**config.mk**
```make
export PLATFORM = sky130hd
export DESIGN_NAME = packed_dna_window_matcher_core
export DESIGN_NICKNAME = d
export VERILOG_FILES = /design/src/pdwm_pkg.sv /design/src/pdwm_front.sv /design/src/pdwm_fifo.sv /design/src/pdwm_back.sv /design/src/packed_dna_window_matcher_core.sv
export VERILOG_INCLUDE_DIRS = /design/src /design/src/src
export SDC_FILE = /design/constraint.sdc
export NUM_CORES = 1
export LEC_CHECK = 0
export ABC_AREA = 1
export BUFFER_PORTS_ARGS = -buffer_cell sky130_fd_sc_hd__buf_2
export CAP_MARGIN = 20
export CORE_UTILIZATION = 66
export CTS_CLUSTER_DIAMETER = 80
export DETAILED_ROUTE_END_ITERATION = 12
export PLACE_DENSITY = 0.89
export SLEW_MARGIN = 20
export SYNTH_ARGS = -nofsm -noshare
export SYNTH_HDL_FRONTEND = slang
export SYNTH_HIERARCHICAL = 1
export SYNTH_SLANG_ARGS = --single-unit
```
**constraint.sdc**
```tcl
create_clock -name clk -period 18.2 [get_ports clk]
set_input_delay 1.82 -clock clk [delete_from_list [all_inputs] [get_ports clk]]
set_output_delay 1.82 -clock clk [all_outputs]
set_load 0.05 [all_outputs]
```
**src/assert_macros.svh**
```systemverilog
// Assertion macros shared by the matcher modules.
`ifndef ASSERT_MACROS_SVH
`define ASSERT_MACROS_SVH

// Property that must hold at every clock edge outside reset.
`define ASSERT_ALWAYS(lbl, clk, rst_n, prop, msg) \
  lbl: assert property (@(posedge clk) disable iff (!rst_n) (prop)) else $error(msg);

// Condition that must never be seen at a clock edge outside reset.
`define ASSERT_NEVER(lbl, clk, rst_n, cond, msg) \
  lbl: assert property (@(posedge clk) disable iff (!rst_n) !(cond)) else $error(msg);

`endif

```
**src/pdwm_pkg.sv**
```systemverilog
// Types and constants shared by the packed DNA window matcher modules.
package pdwm_pkg;

  localparam int unsigned BASES_PER_WORD = 16;
  localparam int unsigned WORD_W         = 32;
  localparam int unsigned OFFSET_W       = 4;
  localparam int unsigned COUNT_W        = 5;
  localparam int unsigned LEN_W          = 13;
  localparam int unsigned SIM_W          = 17;
  localparam int unsigned MAX_WINDOW_LEN = 4096;
  localparam int unsigned SIM_ONE        = 65536;
  localparam int unsigned DIFF_W         = 5;
  localparam int unsigned FIFO_DEPTH     = 2;
  localparam int unsigned FIFO_PTR_W     = $clog2(FIFO_DEPTH);
  localparam int unsigned FIFO_CNT_W     = $clog2(FIFO_DEPTH + 1);
  localparam int unsigned IN_DATA_W      = 160;
  localparam int unsigned OUT_DATA_W     = 16;
  localparam logic [WORD_W-1:0] LOW_BIT_MASK = 32'h5555_5555;

  // One input chunk as it arrives on the input channel.
  typedef struct packed {
    logic [WORD_W-1:0]   query_word_first;
    logic [WORD_W-1:0]   query_word_next;
    logic [OFFSET_W-1:0] query_offset;
    logic [WORD_W-1:0]   ref_word_first;
    logic [WORD_W-1:0]   ref_word_next;
    logic [OFFSET_W-1:0] ref_offset;
    logic [COUNT_W-1:0]  base_count;
    logic                ref_reverse;
    logic [LEN_W-1:0]    window_length;
    logic                first_chunk;
    logic                last_chunk;
  } pdwm_chunk_t;

  // A classified chunk: mismatch count plus what the back end needs to apply it.
  typedef struct packed {
    logic [DIFF_W-1:0] diffs;
    logic              first;
    logic              last;
    logic [LEN_W-1:0]  length;
    logic [LEN_W-1:0]  threshold;
  } pdwm_item_t;

endpackage

```
**src/pdwm_front.sv**
```systemverilog
// Front end: base extraction, reverse complement, mismatch count and threshold.
module pdwm_front (
  input  pdwm_pkg::pdwm_chunk_t       chunk,
  input  logic [pdwm_pkg::SIM_W-1:0]  similarity,
  output pdwm_pkg::pdwm_item_t        item
);
  import pdwm_pkg::*;

  logic [COUNT_W-1:0]  cnt_sat;
  logic [WORD_W-1:0]   tail_mask;
  logic [WORD_W-1:0]   q_bases;
  logic [WORD_W-1:0]   r_bases;
  logic [WORD_W-1:0]   r_revc;
  logic [WORD_W-1:0]   r_final;
  logic [WORD_W-1:0]   diff_bits;
  logic [SIM_W-1:0]    sim_sat;
  logic [LEN_W-1:0]    len_sat;
  logic [SIM_W+LEN_W:0] thr_sum;

  // Take 16 bases starting at the offset out of the two adjacent words.
  function automatic logic [WORD_W-1:0] pull(input logic [WORD_W-1:0] w0,
                                             input logic [WORD_W-1:0] w1,
                                             input logic [OFFSET_W-1:0] off);
    logic [2*WORD_W-1:0] both;
    both = {w0, w1} << {off, 1'b0};
    return both[2*WORD_W-1 -: WORD_W];
  endfunction

  // Reverse base order and complement every base.
  function automatic logic [WORD_W-1:0] rev_comp(input logic [WORD_W-1:0] v);
    logic [WORD_W-1:0] r;
    for (int i = 0; i < BASES_PER_WORD; i++) begin
      r[2*i +: 2] = v[2*(BASES_PER_WORD-1-i) +: 2];
    end
    return ~r;
  endfunction

  function automatic logic [DIFF_W-1:0] count_ones(input logic [WORD_W-1:0] v);
    logic [DIFF_W-1:0] n;
    n = '0;
    for (int i = 0; i < BASES_PER_WORD; i++) begin
      n = n + DIFF_W'(v[2*i]);
    end
    return n;
  endfunction

  always_comb begin
    cnt_sat   = (chunk.base_count > COUNT_W'(BASES_PER_WORD)) ?
                COUNT_W'(BASES_PER_WORD) : chunk.base_count;
    // Top 2*count bits kept; a shift of the full width leaves all ones.
    tail_mask = ~({WORD_W{1'b1}} >> {cnt_sat, 1'b0});
    q_bases   = pull(chunk.query_word_first, chunk.query_word_next, chunk.query_offset)
                & tail_mask;
    r_bases   = pull(chunk.ref_word_first, chunk.ref_word_next, chunk.ref_offset)
                & tail_mask;
    r_revc    = rev_comp(r_bases) << {COUNT_W'(BASES_PER_WORD) - cnt_sat, 1'b0};
    r_final   = chunk.ref_reverse ? r_revc : r_bases;
    diff_bits = q_bases ^ r_final;
    diff_bits = (diff_bits | (diff_bits >> 1)) & LOW_BIT_MASK;

    sim_sat   = (similarity > SIM_W'(SIM_ONE)) ? SIM_W'(SIM_ONE) : similarity;
    len_sat   = (chunk.window_length > LEN_W'(MAX_WINDOW_LEN)) ?
                LEN_W'(MAX_WINDOW_LEN) : chunk.window_length;
    // Round half up: add one half in Q0.16 before dropping the fraction.
    thr_sum   = (SIM_W+LEN_W+1)'(sim_sat) * (SIM_W+LEN_W+1)'(len_sat)
                + (SIM_W+LEN_W+1)'(SIM_ONE / 2);

    item.diffs     = (cnt_sat == '0) ? '0 : count_ones(diff_bits);
    item.first     = chunk.first_chunk;
    item.last      = chunk.last_chunk;
    item.length    = len_sat;
    item.threshold = thr_sum[16 +: LEN_W];
  end

endmodule

```
**src/pdwm_fifo.sv**
```systemverilog
// Short queue of classified chunks between the front and back ends.
module pdwm_fifo (
  input  logic                 clk,
  input  logic                 rst_n,
  input  logic                 push,
  input  pdwm_pkg::pdwm_item_t push_item,
  output logic                 full,
  input  logic                 pop,
  output logic                 head_valid,
  output pdwm_pkg::pdwm_item_t head_item
);
  import pdwm_pkg::*;
  `include "assert_macros.svh"

  pdwm_item_t            mem_r [FIFO_DEPTH];
  logic [FIFO_PTR_W-1:0] wr_ptr_r, wr_ptr_nxt;
  logic [FIFO_PTR_W-1:0] rd_ptr_r, rd_ptr_nxt;
  logic [FIFO_CNT_W-1:0] count_r, count_nxt;
  logic                  do_push, do_pop;

  assign full       = (count_r == FIFO_CNT_W'(FIFO_DEPTH));
  assign head_valid = (count_r != '0);
  assign head_item  = mem_r[rd_ptr_r];
  assign do_push    = push && !full;
  assign do_pop     = pop && head_valid;

  always_comb begin
    wr_ptr_nxt = wr_ptr_r;
    rd_ptr_nxt = rd_ptr_r;
    count_nxt  = count_r;
    if (do_push) begin
      wr_ptr_nxt = (wr_ptr_r == FIFO_PTR_W'(FIFO_DEPTH - 1)) ? '0 : wr_ptr_r + 1'b1;
    end
    if (do_pop) begin
      rd_ptr_nxt = (rd_ptr_r == FIFO_PTR_W'(FIFO_DEPTH - 1)) ? '0 : rd_ptr_r + 1'b1;
    end
    if (do_push && !do_pop) begin
      count_nxt = count_r + 1'b1;
    end else if (do_pop && !do_push) begin
      count_nxt = count_r - 1'b1;
    end
  end

  always_ff @(posedge clk) begin
    if (!rst_n) begin
      wr_ptr_r <= '0;
      rd_ptr_r <= '0;
      count_r  <= '0;
    end else begin
      wr_ptr_r <= wr_ptr_nxt;
      rd_ptr_r <= rd_ptr_nxt;
      count_r  <= count_nxt;
    end
  end

  always_ff @(posedge clk) begin
    if (do_push) begin
      mem_r[wr_ptr_r] <= push_item;
    end
  end

  `ASSERT_ALWAYS(a_fifo_count_bound, clk, rst_n, count_r <= FIFO_CNT_W'(FIFO_DEPTH), "queue count above depth")
  `ASSERT_ALWAYS(a_fifo_ptr_gap, clk, rst_n, (count_r == '0 || count_r == FIFO_CNT_W'(FIFO_DEPTH)) == (wr_ptr_r == rd_ptr_r), "queue pointers disagree with count")

endmodule

```
**src/pdwm_back.sv**
```systemverilog
// Back end: running match count, threshold compare and the output register.
module pdwm_back (
  input  logic                          clk,
  input  logic                          rst_n,
  input  logic                          head_valid,
  input  pdwm_pkg::pdwm_item_t          head_item,
  output logic                          pop,
  output logic                          out_valid,
  input  logic                          out_ready,
  output logic [pdwm_pkg::LEN_W-1:0]    matched_bases,
  output logic                          accepted
);
  import pdwm_pkg::*;
  `include "assert_macros.svh"

  logic [LEN_W-1:0] running_r, running_nxt;
  logic [LEN_W-1:0] thresh_r, thresh_nxt;
  logic             out_valid_r, out_valid_nxt;
  logic [LEN_W-1:0] matched_r, matched_nxt;
  logic             accepted_r, accepted_nxt;
  logic [LEN_W-1:0] base_count;
  logic [LEN_W-1:0] thr_use;
  logic             pass;

  // A non-final chunk never waits; a final one needs a free output slot.
  assign pop = head_valid && (!head_item.last || !out_valid_r || out_ready);

  always_comb begin
    base_count    = head_item.first ? head_item.length : running_r;
    thr_use       = head_item.first ? head_item.threshold : thresh_r;
    running_nxt   = running_r;
    thresh_nxt    = thresh_r;
    out_valid_nxt = out_valid_r && !out_ready;
    matched_nxt   = matched_r;
    accepted_nxt  = accepted_r;
    pass          = 1'b0;
    if (pop) begin
      running_nxt = (base_count > LEN_W'(head_item.diffs)) ?
                    base_count - LEN_W'(head_item.diffs) : '0;
      thresh_nxt  = thr_use;
      pass        = (running_nxt >= thr_use);
      if (head_item.last) begin
        out_valid_nxt = 1'b1;
        matched_nxt   = pass ? running_nxt : '0;
        accepted_nxt  = pass;
      end
    end
  end

  always_ff @(posedge clk) begin
    if (!rst_n) begin
      running_r   <= '0;
      thresh_r    <= '0;
      out_valid_r <= 1'b0;
    end else begin
      running_r   <= running_nxt;
      thresh_r    <= thresh_nxt;
      out_valid_r <= out_valid_nxt;
    end
  end

  always_ff @(posedge clk) begin
    matched_r  <= matched_nxt;
    accepted_r <= accepted_nxt;
  end

  assign out_valid     = out_valid_r;
  assign matched_bases = matched_r;
  assign accepted      = accepted_r;

  `ASSERT_ALWAYS(a_back_count_range, clk, rst_n, running_r <= LEN_W'(MAX_WINDOW_LEN), "running count above window limit")
  `ASSERT_ALWAYS(a_back_reject_zero, clk, rst_n, out_valid_r |-> (accepted_r || matched_r == '0), "rejected window reports matches")
  `ASSERT_ALWAYS(a_back_no_rise, clk, rst_n, (pop && !head_item.first) |=> (running_r <= $past(running_r)), "running count rose without a new window")

endmodule

```
**src/packed_dna_window_matcher_core.sv**
```systemverilog
// A chunk word accepted on the input is written into the queue, and the back end applies it
// from the queue head when nothing waits ahead of it; a final chunk's result word is then
// registered in the output register that drives out_tdata.
// Throughput: one chunk word per cycle, set by the combinational front end and the count
// update in the back end; a stalled output holds a final chunk in the two-entry queue,
// and the input stalls once that queue is full.
// Reset: rst_n is synchronous and active low; it empties the queue, clears the running
// count and threshold to zero and sets similarity_q16 to 65536 (exact match required).
module packed_dna_window_matcher_core (
  input  logic                              clk,
  input  logic                              rst_n,
  // Input chunk channel.
  input  logic                              in_tvalid,
  output logic                              in_tready,
  // Fields from bit 0 up: query_word_first[31:0], query_word_next[63:32],
  // query_offset[67:64], ref_word_first[99:68], ref_word_next[131:100],
  // ref_offset[135:132], base_count[140:136], ref_reverse[141],
  // window_length[154:142], zero padding[159:155].
  input  logic [pdwm_pkg::IN_DATA_W-1:0]    in_tdata,
  // Fields from bit 0 up: first_chunk[0].
  input  logic                              in_tuser,
  // last_chunk.
  input  logic                              in_tlast,
  // Result channel.
  output logic                              out_tvalid,
  input  logic                              out_tready,
  // Fields from bit 0 up: matched_bases[12:0], accepted[13], zero padding[15:14].
  output logic [pdwm_pkg::OUT_DATA_W-1:0]   out_tdata,
  // Configuration port; one register, similarity_q16, at byte address 0.
  input  logic                              cfg_psel,
  input  logic                              cfg_penable,
  input  logic                              cfg_pwrite,
  input  logic [1:0]                        cfg_paddr,
  input  logic [31:0]                       cfg_pwdata,
  output logic [31:0]                       cfg_prdata,
  output logic                              cfg_pready
);
  import pdwm_pkg::*;

  logic [SIM_W-1:0] similarity_r, similarity_nxt;
  logic             cfg_write;
  pdwm_chunk_t      chunk;
  pdwm_item_t       front_item;
  pdwm_item_t       head_item;
  logic             fifo_full;
  logic             head_valid;
  logic             pop;
  logic             in_accept;
  logic [LEN_W-1:0] matched_bases;
  logic             accepted;

  // The register file holds one register, so every address selects it; the address
  // bits are only the byte lanes of that word.
  assign cfg_pready = 1'b1;
  assign cfg_write  = cfg_psel && cfg_penable && cfg_pwrite;
  assign cfg_prdata = {(32-SIM_W)'(0), similarity_r}
                      | {30'd0, cfg_paddr & 2'b00};

  always_comb begin
    similarity_nxt = similarity_r;
    if (cfg_write) begin
      similarity_nxt = cfg_pwdata[SIM_W-1:0];
    end
  end

  always_ff @(posedge clk) begin
    if (!rst_n) begin
      similarity_r <= SIM_W'(SIM_ONE);
    end else begin
      similarity_r <= similarity_nxt;
    end
  end

  // Unpack the chunk word into its fields.
  always_comb begin
    chunk.query_word_first = in_tdata[31:0];
    chunk.query_word_next  = in_tdata[63:32];
    chunk.query_offset     = in_tdata[67:64];
    chunk.ref_word_first   = in_tdata[99:68];
    chunk.ref_word_next    = in_tdata[131:100];
    chunk.ref_offset       = in_tdata[135:132];
    chunk.base_count       = in_tdata[140:136];
    chunk.ref_reverse      = in_tdata[141];
    chunk.window_length    = in_tdata[154:142];
    chunk.first_chunk      = in_tuser;
    chunk.last_chunk       = in_tlast;
  end

  // The front end works in the cycle of acceptance; its result waits in the queue
  // until the back end takes it, so an output stall never blocks the input directly.
  assign in_tready = !fifo_full;
  assign in_accept = in_tvalid && in_tready;

  pdwm_front u_front (
    .chunk      (chunk),
    .similarity (similarity_r),
    .item       (front_item)
  );

  pdwm_fifo u_fifo (
    .clk        (clk),
    .rst_n      (rst_n),
    .push       (in_accept),
    .push_item  (front_item),
    .full       (fifo_full),
    .pop        (pop),
    .head_valid (head_valid),
    .head_item  (head_item)
  );

  // The back end applies mismatch counts in order and holds each result word in
  // its output register until the consumer takes it.
  pdwm_back u_back (
    .clk           (clk),
    .rst_n         (rst_n),
    .head_valid    (head_valid),
    .head_item     (head_item),
    .pop           (pop),
    .out_valid     (out_tvalid),
    .out_ready     (out_tready),
    .matched_bases (matched_bases),
    .accepted      (accepted)
  );

  assign out_tdata = {(OUT_DATA_W-LEN_W-1)'(0), accepted, matched_bases};

endmodule

```
==> load_flow_metrics.sql, run 1 <==
INSERT INTO impl_metrics (metric_group, metric, value, unit) VALUES
('floorplanning', 'design.die.area', '32560', 'um^2'),
('global_routing', 'grt_start_max_net_pins', '70', ''),
('floorplanning', 'floorplan.rows', '64', ''),
('yosys', 'post_synth_main_area_contributors', 'fa_1 (17%), nand2_1 (14%), edfxtp_1 (11%), nand3_1 (10%), ha_1 (7.1%)', ''),
('yosys', 'synthCells', '3039', ''),
('status', 'outcome', 'finished, final reports clean', ''),
('sta', 'worst-slew-pin-transition', '1.069', 'ns'),
('sta', 'rsz0062_at_grt', 'no', ''),
('setup_path', 'cp-start-kind', 'input port', ''),
('finish', 'area_growth_syn_to_layout', '6.413', '%'),
('yosys', 'yosys.cell_types.count', '57', ''),
('clock_tree', 'max-clock-path-buffers', '2', ''),
('job', 'maxCapViolations', '0', ''),
('yosys', 'synth_area_leader_cell', 'fa_1', ''),
('pwr', 'cellLeakagePower', '11.56', 'nW'),
('sta', 'final_min_period_over_clock_period', '0.4688', ''),
('detailed_routing', 'detail_route.iter0.violations', '3043', ''),
('global_routing', 'antenna_found_initial', '1', ''),
('yosys', 'seq_area_frac_synth', '0.1610', ''),
('floorplanning', 'coreArea', '30990', 'um^2'),
('yosys', 'synth.cells.most_frequent', 'nand2_1 (780), nand3_1 (430), inv_1 (393)', ''),
('sta', 'timing.slew.headroom', '0.2863', ''),
('place', 'hpwlAfterDp', '47840', 'um'),
('setup_path', 'timing.critical_path.mode_cell', 'fa_1', ''),
('floorplanning', 'initial_utilization', '0.6781', ''),
('yosys', 'yosys.cell_count.top_type', 'nand2_1', ''),
('place', 'placement.io_buffers', '209', ''),
('setup_path', 'crit_arrival', '8.70', 'ns'),
('finish', 'count_of_inserted_antenna_diode_cells', '0', ''),
('global_routing', 'grtUsageTotal', '0.3834', ''),
('global_routing', 'grt_remaining_overflow', '0', ''),
('sta', 'period_needed', '8.533', 'ns'),
('clock_tree', 'cts-htree-levels', '4', ''),
('yosys', 'synth_enable_flop_cells', '80', ''),
('yosys', 'syn-cell-area', '21010', 'um^2'),
('setup_path', 'worstSetupPathType', 'input port to flip-flop', ''),
('setup_path', 'critical-path-slowest-cell', 'fa_1', ''),
('finish', 'number_of_inserted_filler_cells_in_the_final_layout', '2561', ''),
('yosys', 'synth.area.mux_share', '0.04829', ''),
('yosys', 'synth-main-ff-cell', 'edfxtp_1', ''),
('sta', 'final_slew_violations', '0', ''),
('setup_path', 'worst_ep_required_time', '18.37', 'ns'),
('clock_tree', 'cts.sink_count', '129', ''),
('yosys', 'post_synth_xor_area_fraction', '0.01161', ''),
('yosys', 'synth_async_sr_flop_share', '0', ''),
('sta', 'hold_violations', '0', ''),
('worst_hold_path', 'hp-class', 'flip-flop to flip-flop', ''),
('detailed_routing', 'postRouteAntennaNets', '0', ''),
('pwr', 'total_power_draw', '2.317', 'mW'),
('clock_tree', 'cts_resized', '0', ''),
('clock_tree', 'clkSlewWorstSetupHoldPaths', '0.06', 'ns'),
('detailed_routing', 'routedWlPerCell', '17.75', 'um'),
('yosys', 'largest_family_of_logic_cells_by_synthesized_area', 'simple AND/OR/NAND/NOR gates', ''),
('pwr', 'powerDensity', '103.6', 'nW/um^2'),
('clock_tree', 'clkLatencyLatePin', '0.43', 'ns'),
('pwr', 'vdd.ir_drop.worst', '107.7', 'uV'),
('yosys', 'synth_top_area_share', '0.1658', ''),
('yosys', 'post_synth.cell_area_avg', '6.914', 'um^2'),
('clock_tree', 'cts_made_buffers', '17', ''),
('sta', 'setup_viol_count_final', '0', ''),
('yosys', 'yosysWarnings', '6', ''),
('yosys', 'flip_flop_and_latch_count_after_synthesis', '129', ''),
('floorplanning', 'io_pins', '254', ''),
('detailed_routing', 'route.detailed.drc', '0', ''),
('floorplanning', 'die_y', '180.4', 'um'),
('detailed_routing', 'drt-total-wl', '62840', 'um'),
('floorplanning', 'die_w', '180.4', 'um'),
('clock_tree', 'post_cts_buffers', '0', ''),
('detailed_routing', 'firstDrtPassIters', '6', ''),
('place', 'gpl.final_weighted_congestion', '0.9837', ''),
('setup_path', 'worst_path_largest_cell_delay', '0.57', 'ns');
## power by group
group / switching (mW) / internal, mW / leakage [nW]
combinational: 0.975 / 0.497 / 10.1
sequential: 0.0346 / 0.457 / 1.16
clock: 0.133 / 0.220 / 0.285
total: 1.14 / 1.17 / 11.6
## path summary, 6_finish.rpt
path / from / end / slack [ns] / cells after the start
hold / removal: u_back/thresh_r[11]$_SDFFE_PN0P_ / u_back/thresh_r[11]$_SDFFE_PN0P_ / 0.50 / 2
setup / recovery: in_tdata[143] / u_fifo/mem_r[0][8]$_DFFE_PP_ / 9.67 / 27
setup reg to reg: similarity_r[1]$_SDFFE_PN0P_ / u_fifo/mem_r[0][11]$_DFFE_PP_ / 11.29 / 25
hold reg to reg: u_back/thresh_r[11]$_SDFFE_PN0P_ / u_back/thresh_r[11]$_SDFFE_PN0P_ / 0.50 / 2
## critical path: cells and delay by family
family	cells	cell delay, ns
AO/OA/AOI/OAI	4	0.80
adder cells (fa/ha/maj)	7	3.07
buffers and inverters	6	1.03
AND/OR/NAND/NOR	10	1.97
## cell families (layout without fill, tap and decap cells)
| kind of cell | Yosys count | in the layout |
|---|---|---|
| xor gates and xnor gates | 27 | 27 |
| other | 2 | 18 |
| AOI/OAI and AO/OA | 294 | 294 |
| and+or+nand+nor | 1622 | 1622 |
| buffers and inverters | 585 | 674 |
| adders and majority gates | 294 | 294 |
| DFF | 129 | 129 |
| muxes | 86 | 86 |
## flip-flops by register name, indices dropped and copies added (netlist names), named ones only
name	cells
u_back/accepted	1
u_back/out_valid	1
u_fifo/wr_ptr_r	1
u_fifo/count_r	2
u_fifo/rd_ptr_r	1
u_back/running_r	13
u_back/thresh_r	13
similarity_r	17
u_fifo/mem_r	66
u_back/matched_bases	13
## final cells by class
class,instances,area share
multi-input cells,2341,0.6775
flip-flops and latches,129,0.1514
inverters,419,0.07056
repair buffers,223,0.05148
well taps,396,0.02216
clock buffers,21,0.02014
clock inverters,11,0.006827
## through the flow
| step | util | cells | worst slack [ns] | instance area [um^2] | hold slack, ns |
|---|---|---|---|---|---|
| floorplan | - | 3055 | 10.83 | 21070 | 0.4669 |
| global placement | 0.7021 | 3508 | 9.634 | 21760 | 0.4769 |
| detailed placement | 0.7021 | 3508 | 9.477 | 21760 | 0.4893 |
| CTS | 0.7215 | 3540 | 9.926 | 22360 | 0.4975 |
| global route | 0.7215 | 3540 | 9.335 | 22360 | 0.5321 |
| finish | 0.7215 | 3540 | 9.667 | 22360 | 0.5019 |
## layer usage
metal | up-vias | share of wire | wire [um] | global-route usage
met5 | - | 0 | 0 | 0
met4 | 0 | 0.026 | 1662 | 0.1186
met3 | 167 | 0.13 | 7892 | 0.08185
met2 | 1431 | 0.44 | 27390 | 0.5977
met1 | 9854 | 0.41 | 25890 | 0.5332
li1 | 10030 | - | - | -
## layout by cell type, fill, tap and decap left out, drive strengths merged, types with 7 or more instances in the layout
cell type  instances
nand2            798
nand3            451
inv              418
nor2             277
buf              223
fa               174
o21ai            155
ha               120
edfxtp            80
a21oi             76
nand4             60
mux2i             53
dfxtp             49
mux2              33
o211ai            21
clkbuf            21
conb              18
nor3              15
xor2              14
xnor2             13
a211oi             9
nor4               8
o221a              7
No activity file was read; power rests on OpenSTA's default activity.
==> run 2, diff against run 1 <==
--- a/config.mk
+++ b/config.mk
@@ -6,13 +6,13 @@
 export SDC_FILE = /design/constraint.sdc
 export NUM_CORES = 1
 export LEC_CHECK = 0
-export ABC_AREA = 1
+export ABC_AREA = 0
 export BUFFER_PORTS_ARGS = -buffer_cell sky130_fd_sc_hd__buf_2
 export CAP_MARGIN = 20
-export CORE_UTILIZATION = 66
+export CORE_UTILIZATION = 56
 export CTS_CLUSTER_DIAMETER = 80
 export DETAILED_ROUTE_END_ITERATION = 12
-export PLACE_DENSITY = 0.89
+export PLACE_DENSITY = 0.8
 export SLEW_MARGIN = 20
 export SYNTH_ARGS = -nofsm -noshare
 export SYNTH_HDL_FRONTEND = slang
==> constraint.sdc (replaced) <==
create_clock -name clk -period 7.3 [get_ports clk]
set_input_delay 0.73 -clock clk [delete_from_list [all_inputs] [get_ports clk]]
set_output_delay 0.73 -clock clk [all_outputs]
set_load 0.05 [all_outputs]
==> run 2 against run 1 <==
Net effect:
- setup slack worse by 9.5 ns
- synthesized cell count is 23% lower
- critical endpoint is now u_fifo/mem_r[0][12]$_DFFE_PP_
- clock skew is essentially flat
- highest routed layer unchanged
- first-iteration DRC count decreased by 39%
- routed wire length grew 4.8%
- final area is 6.7% higher
- sequential share of layout area down 0.95 points
- final cell count shrank 13%
- power grew to 2.6 times the previous value
- flip-flop and latch count unchanged
==> load_flow_metrics.sql, run 2 <==
INSERT INTO impl_metrics (metric_group, metric, value, unit) VALUES
('floorplanning', 'die_y', '196.5', 'um'),
('yosys', 'synth_area_leader_cell', 'fa_1', ''),
('finish', 'stdcell_area', '23850', 'um^2'),
('sta', 'hold_violations', '0', ''),
('yosys', 'post_synth_xor_area_fraction', '0.01654', ''),
('yosys', 'yosys.area_share.adder', '0.2353', ''),
('setup_path', 'worst_path_largest_cell_delay', '0.56', 'ns'),
('global_routing', 'grt_start_max_net_pins', '51', ''),
('finish', 'most_common_cell_after_layout_fill_and_taps_aside', 'nand2_1', ''),
('pwr', 'powerDensity', '249.5', 'nW/um^2'),
('clock_tree', 'clock_tree_from_tritoncts', 'done', ''),
('yosys', 'synth_enable_flop_cells', '80', ''),
('yosys', 'synth.cells.most_frequent', 'nand2_1 (317), inv_1 (228), nor2_1 (207)', ''),
('setup_path', 'timing.critical_path.mode_cell', 'fa_1', ''),
('detailed_routing', 'via_count', '19270', ''),
('sta', 'final_slew_violations', '0', ''),
('yosys', 'post_synth_main_area_contributors', 'fa_1 (16%), edfxtp_1 (11%), mux4_2 (8.9%), ha_1 (7.1%), mux2i_1 (6.9%)', ''),
('floorplanning', 'coreArea', '36870', 'um^2'),
('sta', 'setup_viol_count_final', '0', ''),
('setup_path', 'critical-path-slowest-cell', 'fa_1', ''),
('place', 'gpl.final_weighted_congestion', '1.053', ''),
('place', 'post-place-cells', '3044', ''),
('clock_tree', 'clock-root-buffer', 'clkbuf_16', ''),
('floorplanning', 'design.die.area', '38610', 'um^2'),
('job', 'maxCapViolations', '0', ''),
('detailed_routing', 'routedWlPerCell', '21.41', 'um'),
('finish', 'flip_flop_count_of_the_largest_register_after_layout', '66', ''),
('detailed_routing', 'drt-total-wl', '65880', 'um'),
('yosys', 'yosys.cell_count.top_type', 'nand2_1', ''),
('clock_tree', 'clkSlewWorstSetupHoldPaths', '0.06', 'ns'),
('floorplanning', 'io_pins', '254', ''),
('global_routing', 'antenna_found_initial', '0', ''),
('yosys', 'largest_family_of_logic_cells_by_synthesized_area', 'adder cells', ''),
('yosys', 'syn-cell-area', '21180', 'um^2'),
('sta', 'worst-slew-pin-transition', '0.9865', 'ns'),
('detailed_routing', 'postRouteAntennaNets', '0', ''),
('floorplanning', 'floorplan.rows', '70', ''),
('finish', 'area_growth_syn_to_layout', '12.61', '%'),
('yosys', 'synth-main-ff-cell', 'edfxtp_1', ''),
('yosys', 'synthCells', '2346', ''),
('sta', 'final_min_period_over_clock_period', '0.9722', ''),
('yosys', 'post_synth.cell_area_avg', '9.029', 'um^2'),
('finish', 'top_register', 'u_fifo/mem_r', ''),
('setup_path', 'worstSetupPathType', 'flip-flop to flip-flop', ''),
('setup_path', 'path_cells', 'nor4_1, a41o_1, buf_6, and2_1, nand2_1, fa_1, fa_1, fa_1, inv_1, fa_1, fa_1, ha_1, ha_1, a21o_1, a21o_1, a21o_1, a211oi_2, o21ai_0, a31oi_1, nor2_1, or3_1, a21oi_1, xnor2_1', ''),
('sta', 'timing.slew.headroom', '0.3423', ''),
('finish', 'final_nets', '3057', ''),
('finish', 'count_of_inserted_antenna_diode_cells', '0', ''),
('finish', 'top_regs', 'u_fifo/mem_r: 66 flops, similarity_r: 17 flops', ''),
('sta', 'fmax', '0.1409', 'GHz'),
('setup_path', 'cp-start-kind', 'flip-flop', ''),
('yosys', 'flip_flop_and_latch_count_after_synthesis', '129', ''),
('place', 'hpwlAfterDp', '52270', 'um'),
('global_routing', 'first_global_vias', '19020', ''),
('setup_path', 'worst_ep_required_time', '7.47', 'ns'),
('finish', 'commonest_non_fill_non_tap_cells_in_the_layout', 'nand2_1 (317), inv_1 (228), buf_2 (208)', ''),
('yosys', 'yosys.cell_types.count', '103', ''),
('clock_tree', 'cts.sink_count', '129', ''),
('detailed_routing', 'detail_route.iter0.violations', '1865', ''),
('finish', 'drive_gt1_frac', '0.2394', ''),
('setup_path', 'setup.worst_path.end_class', 'flip-flop', ''),
('floorplanning', 'die_w', '196.5', 'um'),
('finish', 'final_cell_count_no_fill', '3077', ''),
('pwr', 'total_power_draw', '5.951', 'mW'),
('sta', 'period_needed', '7.097', 'ns'),
('yosys', 'yosysWarnings', '6', ''),
('clock_tree', 'max-clock-path-buffers', '2', ''),
('yosys', 'synth_top_area_share', '0.1644', ''),
('pwr', 'cellLeakagePower', '10.97', 'nW'),
('sta', 'rsz0062_at_grt', 'no', ''),
('status', 'outcome', 'finished, final reports clean', ''),
('sta', 'hold-worst-slack', '0.4806', 'ns'),
('clock_tree', 'cts_made_buffers', '17', ''),
('global_routing', 'first_pass_grt_wire_length', '102300', 'um'),
('finish', 'layout.core_utilization', '0.6469', ''),
('detailed_routing', 'firstDrtPassIters', '6', ''),
('yosys', 'synth-simple-area-share', '0.1617', ''),
('place', 'postPlaceCellArea', '23180', 'um^2'),
('finish', 'number_of_inserted_filler_cells_in_the_final_layout', '2980', ''),
('yosys', 'seq_area_frac_synth', '0.1597', ''),
('global_routing', 'grtUsageTotal', '0.3394', ''),
('sta', 'clock-skew-final', '0.01097', 'ns'),
('detailed_routing', 'vias_per_cell', '6.261', ''),
('detailed_routing', 'route.detailed.drc', '0', ''),
('yosys', 'synth_async_sr_flop_share', '0', ''),
('pwr', 'vdd.ir_drop.worst', '252.4', 'uV'),
('floorplanning', 'initial_utilization', '0.5745', ''),
('global_routing', 'grt_remaining_overflow', '0', ''),
('place', 'placement.io_buffers', '209', ''),
('yosys', 'synth.area.mux_share', '0.2159', ''),
('setup_path', 'crit_arrival', '7.27', 'ns'),
('clock_tree', 'postCtsHoldBufs', '0', ''),
('clock_tree', 'cts-htree-levels', '4', ''),
('worst_hold_path', 'hp-class', 'flip-flop to flip-flop', ''),
('yosys', 'post_synthesis_compound_gate_area_fraction', '0.1284', ''),
('clock_tree', 'clkLatencyLatePin', '0.43', 'ns'),
('setup_path', 'worst_path_fanout_max', '19', '');
-- run 2: critical path: cells and delay by family, from the launching register on --
| family | cells | cell delay (ns) |
|---|---|---|
| AOI/OAI and AO/OA | 8 | 1.76 |
| xor gates and xnor gates | 1 | 0.11 |
| adders and majority gates | 7 | 3.05 |
| buffers and inverters | 2 | 0.24 |
| DFF | 1 | 0.39 |
| and+or+nand+nor | 5 | 1.28 |
-- run 2: kinds of logic (layout without fill, tap and decap cells) --
logic type               count (synthesis)  count (layout)
adder cells (fa/ha/maj)                294             294
flip-flops                             129             129
buffers and inverters                  403             614
other                                    2              18
XOR/XNOR                                40              40
AO/OA/AOI/OAI                          393             393
multiplexers                           334             334
AND/OR/NAND/NOR                        751             751
-- run 2: per-stage QoR --
step	TNS, ns	setup WS (ns)
global placement	0	0.1579
detailed placement	-0.1711	-0.08479
global route	0	0.01173
CTS	0	0.05080
finish	0	0.2028
floorplan	0	0.001830
-- run 2: layout make-up --
type                       instances  area [um^2]  share of cell area
clock buffer                      18        429.2             0.01799
clock inverter                    14        190.2            0.007973
inverter                         237        889.6             0.03729
multi-input combinational       1830        16180              0.6784
sequential                       129         3383              0.1418
tap                              504        630.6             0.02644
timing repair buffer             345         2148             0.09006
-- run 2: path summary, 6_finish.rpt --
check	from	to	slack, ns	depth (start not counted)
max	similarity_r[7]$_SDFFE_PN0P_	u_fifo/mem_r[0][12]$_DFFE_PP_	0.20	23
min	u_back/running_r[2]$_SDFFE_PN0P_	u_back/running_r[2]$_SDFFE_PN0P_	0.48	2
max reg2reg	similarity_r[7]$_SDFFE_PN0P_	u_fifo/mem_r[0][12]$_DFFE_PP_	0.20	23
min reg2reg	u_back/running_r[2]$_SDFFE_PN0P_	u_back/running_r[2]$_SDFFE_PN0P_	0.48	2
-- run 2: layer usage --
metal / track usage / wire, um
met1: 0.4211 / 24750
met2: 0.6015 / 33410
met3: 0.03080 / 4756
met4: 0.1493 / 2957
met5: 0 / 0
-- run 2: report_power, final --
group          switching [mW]  total (mW)  internal, mW
clock network           0.361       0.911         0.550
logic                    2.34        3.86          1.51
registers              0.0682        1.18          1.12
total                    2.77        5.95          3.18
-- run 2: repair_timing --
item                       in CTS  in global routing
gates cloned                    0                  0
buffers inserted                0                  1
pin swaps                       0                  2
resized for setup               3                 15
setup endpoints to repair       4                 10
==> run 3, diff against run 2 <==
--- a/config.mk
+++ b/config.mk
@@ -9,12 +9,11 @@
 export ABC_AREA = 0
 export BUFFER_PORTS_ARGS = -buffer_cell sky130_fd_sc_hd__buf_2
 export CAP_MARGIN = 20
-export CORE_UTILIZATION = 56
+export CORE_UTILIZATION = 55
 export CTS_CLUSTER_DIAMETER = 80
 export DETAILED_ROUTE_END_ITERATION = 12
-export PLACE_DENSITY = 0.8
+export PLACE_DENSITY = 0.79
 export SLEW_MARGIN = 20
 export SYNTH_ARGS = -nofsm -noshare
 export SYNTH_HDL_FRONTEND = slang
-export SYNTH_HIERARCHICAL = 1
 export SYNTH_SLANG_ARGS = --single-unit
==> run 3 against run 2 <==
Net effect:
- the flow now finishes with violations (setup timing)
- clock power fell by 4.1%
- routed wire length rose by 8.2%
- setup slack got worse by 0.31 ns
- synthesized cell count fell by 0.90%
- global-route usage rose by 2.8 points
- combinational power rose by 3%
- final area rose by 4.1%
- critical path depth rose by 5
- hold slack got worse by 0.017 ns
- sequential share of layout area fell by 0.49 points
==> load_flow_metrics.sql, run 3 <==
INSERT INTO impl_metrics (metric_group, metric, value, unit) VALUES
('floorplanning', 'floorplan.rows', '70', ''),
('sta', 'layout_setup_ws', '-0.1074', 'ns'),
('floorplanning', 'die_y', '196.6', 'um'),
('floorplanning', 'die_w', '196.6', 'um'),
('setup_path', 'critical-path-slowest-cell', 'fa_1', ''),
('finish', 'final_cell_count_no_fill', '3175', ''),
('yosys', 'yosys.cell_count.top_type', 'nand2_1', ''),
('setup_path', 'worst_path_fanout_max', '9', ''),
('clock_tree', 'cts_made_buffers', '17', ''),
('yosys', 'yosysWarnings', '0', ''),
('finish', 'area_growth_syn_to_layout', '19.25', '%'),
('sta', 'fmax', '0.1350', 'GHz'),
('detailed_routing', 'route.detailed.drc', '0', ''),
('status', 'violations', 'setup timing', ''),
('detailed_routing', 'detail_route.iter0.violations', '1843', ''),
('yosys', 'synth_async_sr_flop_share', '0', ''),
('clock_tree', 'cts.sink_count', '129', ''),
('worst_hold_path', 'hp-class', 'flip-flop to flip-flop', ''),
('pwr', 'vdd.ir_drop.worst', '339.6', 'uV'),
('detailed_routing', 'vias_per_cell', '6.283', ''),
('global_routing', 'first_global_vias', '20400', ''),
('global_routing', 'antenna_found_initial', '2', ''),
('global_routing', 'first_pass_grt_wire_length', '110100', 'um'),
('setup_path', 'worst_ep_required_time', '7.45', 'ns'),
('yosys', 'synth-main-ff-cell', 'edfxtp_1', ''),
('sta', 'worst-slew-pin-transition', '1.119', 'ns'),
('sta', 'clock-skew-final', '0.01373', 'ns'),
('place', 'worst_slack_placed', '-0.3800', 'ns'),
('yosys', 'synthCells', '2325', ''),
('status', 'outcome', 'finished, violations left', ''),
('clock_tree', 'clkLatencyLatePin', '0.41', 'ns'),
('finish', 'drive_gt1_frac', '0.2791', ''),
('sta', 'setup_viol_count_final', '6', ''),
('place', 'post-place-cells', '3130', ''),
('finish', 'flip_flop_count_of_the_largest_register_after_layout', '66', ''),
('floorplanning', 'io_pins', '254', ''),
('yosys', 'seq_area_frac_synth', '0.1625', ''),
('yosys', 'synth_enable_flop_cells', '80', ''),
('global_routing', 'top_usage_layer', 'met2', ''),
('global_routing', 'grtUsageMet3', '0.05578', ''),
('global_routing', 'grt_start_max_net_pins', '53', ''),
('finish', 'number_of_inserted_filler_cells_in_the_final_layout', '2930', ''),
('setup_path', 'crit_arrival', '7.56', 'ns'),
('clock_tree', 'clkSlewWorstSetupHoldPaths', '0.06', 'ns'),
('floorplanning', 'initial_utilization', '0.5633', ''),
('setup_path', 'cp-start-kind', 'flip-flop', ''),
('global_routing', 'met2_usage', '0.6330', ''),
('detailed_routing', 'routedWlPerCell', '22.44', 'um'),
('yosys', 'synth_top_area_share', '0.1673', ''),
('yosys', 'flip_flop_and_latch_count_after_synthesis', '129', ''),
('sta', 'final_slew_violations', '0', ''),
('setup_path', 'worst_path_largest_cell_delay', '0.57', 'ns'),
('sta', 'rsz0062_at_grt', 'yes', ''),
('detailed_routing', 'drt-total-wl', '71260', 'um'),
('yosys', 'yosys.cell_types.count', '84', ''),
('clock_tree', 'max-clock-path-buffers', '2', ''),
('setup_path', 'worstSetupPathType', 'flip-flop to flip-flop', ''),
('setup_path', 'timing.critical_path.mode_cell', 'fa_1', ''),
('sta', 'timing.slew.headroom', '0.2514', ''),
('floorplanning', 'coreArea', '36960', 'um^2'),
('setup_path', 'crit_family', 'adder cells', ''),
('clock_tree', 'postCtsHoldBufs', '0', ''),
('yosys', 'synth_area_leader_cell', 'fa_1', ''),
('finish', 'most_common_cell_after_layout_fill_and_taps_aside', 'nand2_1', ''),
('detailed_routing', 'postRouteAntennaNets', '0', ''),
('sta', 'hold_violations', '0', ''),
('finish', 'multi_input_area', '16290', 'um^2'),
('yosys', 'post_synth_main_area_contributors', 'fa_1 (17%), edfxtp_1 (12%), mux4_2 (10%), mux2i_1 (7.3%), ha_1 (7.2%)', ''),
('clock_tree', 'cts-htree-levels', '4', ''),
('place', 'placement.io_buffers', '209', ''),
('clock_tree', 'clock-root-buffer', 'clkbuf_16', ''),
('setup_path', 'setup.worst_path.end_class', 'flip-flop', ''),
('place', 'gpl.final_weighted_congestion', '1.057', ''),
('global_routing', 'grt_remaining_overflow', '0', ''),
('finish', 'top_register', 'u_fifo.mem_r', ''),
('global_routing', 'grtUsageTotal', '0.3677', ''),
('yosys', 'synth.cells.most_frequent', 'nand2_1 (308), nor2_1 (214), inv_1 (199)', ''),
('detailed_routing', 'via_count', '19950', ''),
('sta', 'final_min_period_over_clock_period', '1.015', ''),
('yosys', 'post_synth.cell_area_avg', '8.955', 'um^2'),
('detailed_routing', 'firstDrtPassIters', '6', ''),
('finish', 'ff_latch_area', '3400', 'um^2'),
('finish', 'commonest_non_fill_non_tap_cells_in_the_layout', 'nand2_1 (304), buf_4 (242), buf_2 (208)', ''),
('job', 'maxCapViolations', '0', ''),
('floorplanning', 'design.die.area', '38640', 'um^2'),
('setup_path', 'worstPathBufferInverterCount', '8', ''),
('finish', 'final_nets', '3152', ''),
('clock_tree', 'clock_tree_from_tritoncts', 'done', ''),
('pwr', 'powerDensity', '243.4', 'nW/um^2'),
('finish', 'top_regs', 'u_fifo.mem_r: 66 flops, similarity_r: 17 flops', ''),
('pwr', 'cellLeakagePower', '11.34', 'nW'),
('yosys', 'syn-cell-area', '20820', 'um^2'),
('place', 'hpwlAfterDp', '57390', 'um'),
('sta', 'period_needed', '7.407', 'ns'),
('global_routing', 'grt_use_met1', '0.4321', '');
## run 3: cell types whose count changed after synthesis, moves of 11 or more
cell      previous run  this run
a211oi_1            33        18
a21oi_1             91       111
a31oi_1             16         5
and2_1              27        38
clkbuf_1            84       105
inv_1              228       199
mux2_2              97        46
mux4_2              84        96
## run 3: repair_timing
action,4_1_cts,5_1_grt
gates resized for setup,25,49
buffers inserted,4,6
cloned,1,1
pin swaps,18,28
endpoints found under the hold margin,0,0
endpoints found under the setup margin,10,20
## run 3: area by class of cell
cell class                      count  share of cell area
Antenna cell                        2           0.0002016
Clock buffer                       19             0.01744
Clock inverter                     13            0.007055
Inverter                          209             0.03160
Multi-Input combinational cell   1835              0.6560
Sequential cell                   129              0.1369
Tap cell                          504             0.02540
Timing Repair Buffer              464              0.1253
## run 3: cells by family (layout without fill, tap and decap cells)
family,count (synthesis),in the layout,synth area share
and+or+nand+nor,786,786,0.1707
AOI/OAI and AO/OA,393,393,0.1274
buffers and inverters,377,705,0.07578
muxes,296,296,0.2038
adders and majority gates,293,293,0.2388
DFF,129,129,0.1625
xor gates and xnor gates,49,49,0.02061
other,2,20,0.0003607
## run 3: final timing paths
check / slack [ns] / end / from / depth (start not counted)
max: -0.11 / u_fifo.mem_r[1][12]$_DFFE_PP_ / similarity_r[2]$_SDFFE_PN0P_ / 28
min: 0.46 / u_back.running_r[6]$_SDFFE_PN0P_ / u_back.running_r[6]$_SDFFE_PN0P_ / 2
max reg2reg: -0.11 / u_fifo.mem_r[1][12]$_DFFE_PP_ / similarity_r[2]$_SDFFE_PN0P_ / 28
min reg2reg: 0.46 / u_back.running_r[6]$_SDFFE_PN0P_ / u_back.running_r[6]$_SDFFE_PN0P_ / 2
## run 3: layer usage
metal / share of wire / up-vias / wire length (um)
li1: - / 8858 / -
met1: 0.36 / 9659 / 25830
met2: 0.49 / 1153 / 34950
met3: 0.079 / 279 / 5661
met4: 0.068 / 0 / 4813
met5: 0 / - / 0
## run 3: power by group
part | internal (mW) | switching, mW
Combinational | 1.59 | 2.40
Clock | 0.545 | 0.329
Sequential | 1.11 | 0.0747
Total | 3.24 | 2.80
## run 3: worst min-delay path: stages, from the launching register on
cell and delay (ns):
dfxtp_1 0.31, nand2_1 0.05, a21oi_1 0.06
## run 3: per-stage QoR
| stage | hold slack (ns) | utilization | instance area (um^2) | total power [mW] | setup TNS, ns |
|---|---|---|---|---|---|
| 2_1_floorplan | 0.4361 | - | 20910 | 3.688 | 0 |
| 3_3_place_gp | 0.4419 | 0.6421 | 23730 | 4.907 | -1.172 |
| 3_5_place_dp | 0.4502 | 0.6421 | 23730 | 5.026 | -3.103 |
| 4_1_cts | 0.4594 | 0.6641 | 24550 | 5.972 | 0 |
| 5_1_grt | 0.4909 | 0.6717 | 24830 | 6.420 | -1.613 |
| 6_report | 0.4639 | 0.6717 | 24830 | 6.042 | -0.3365 |
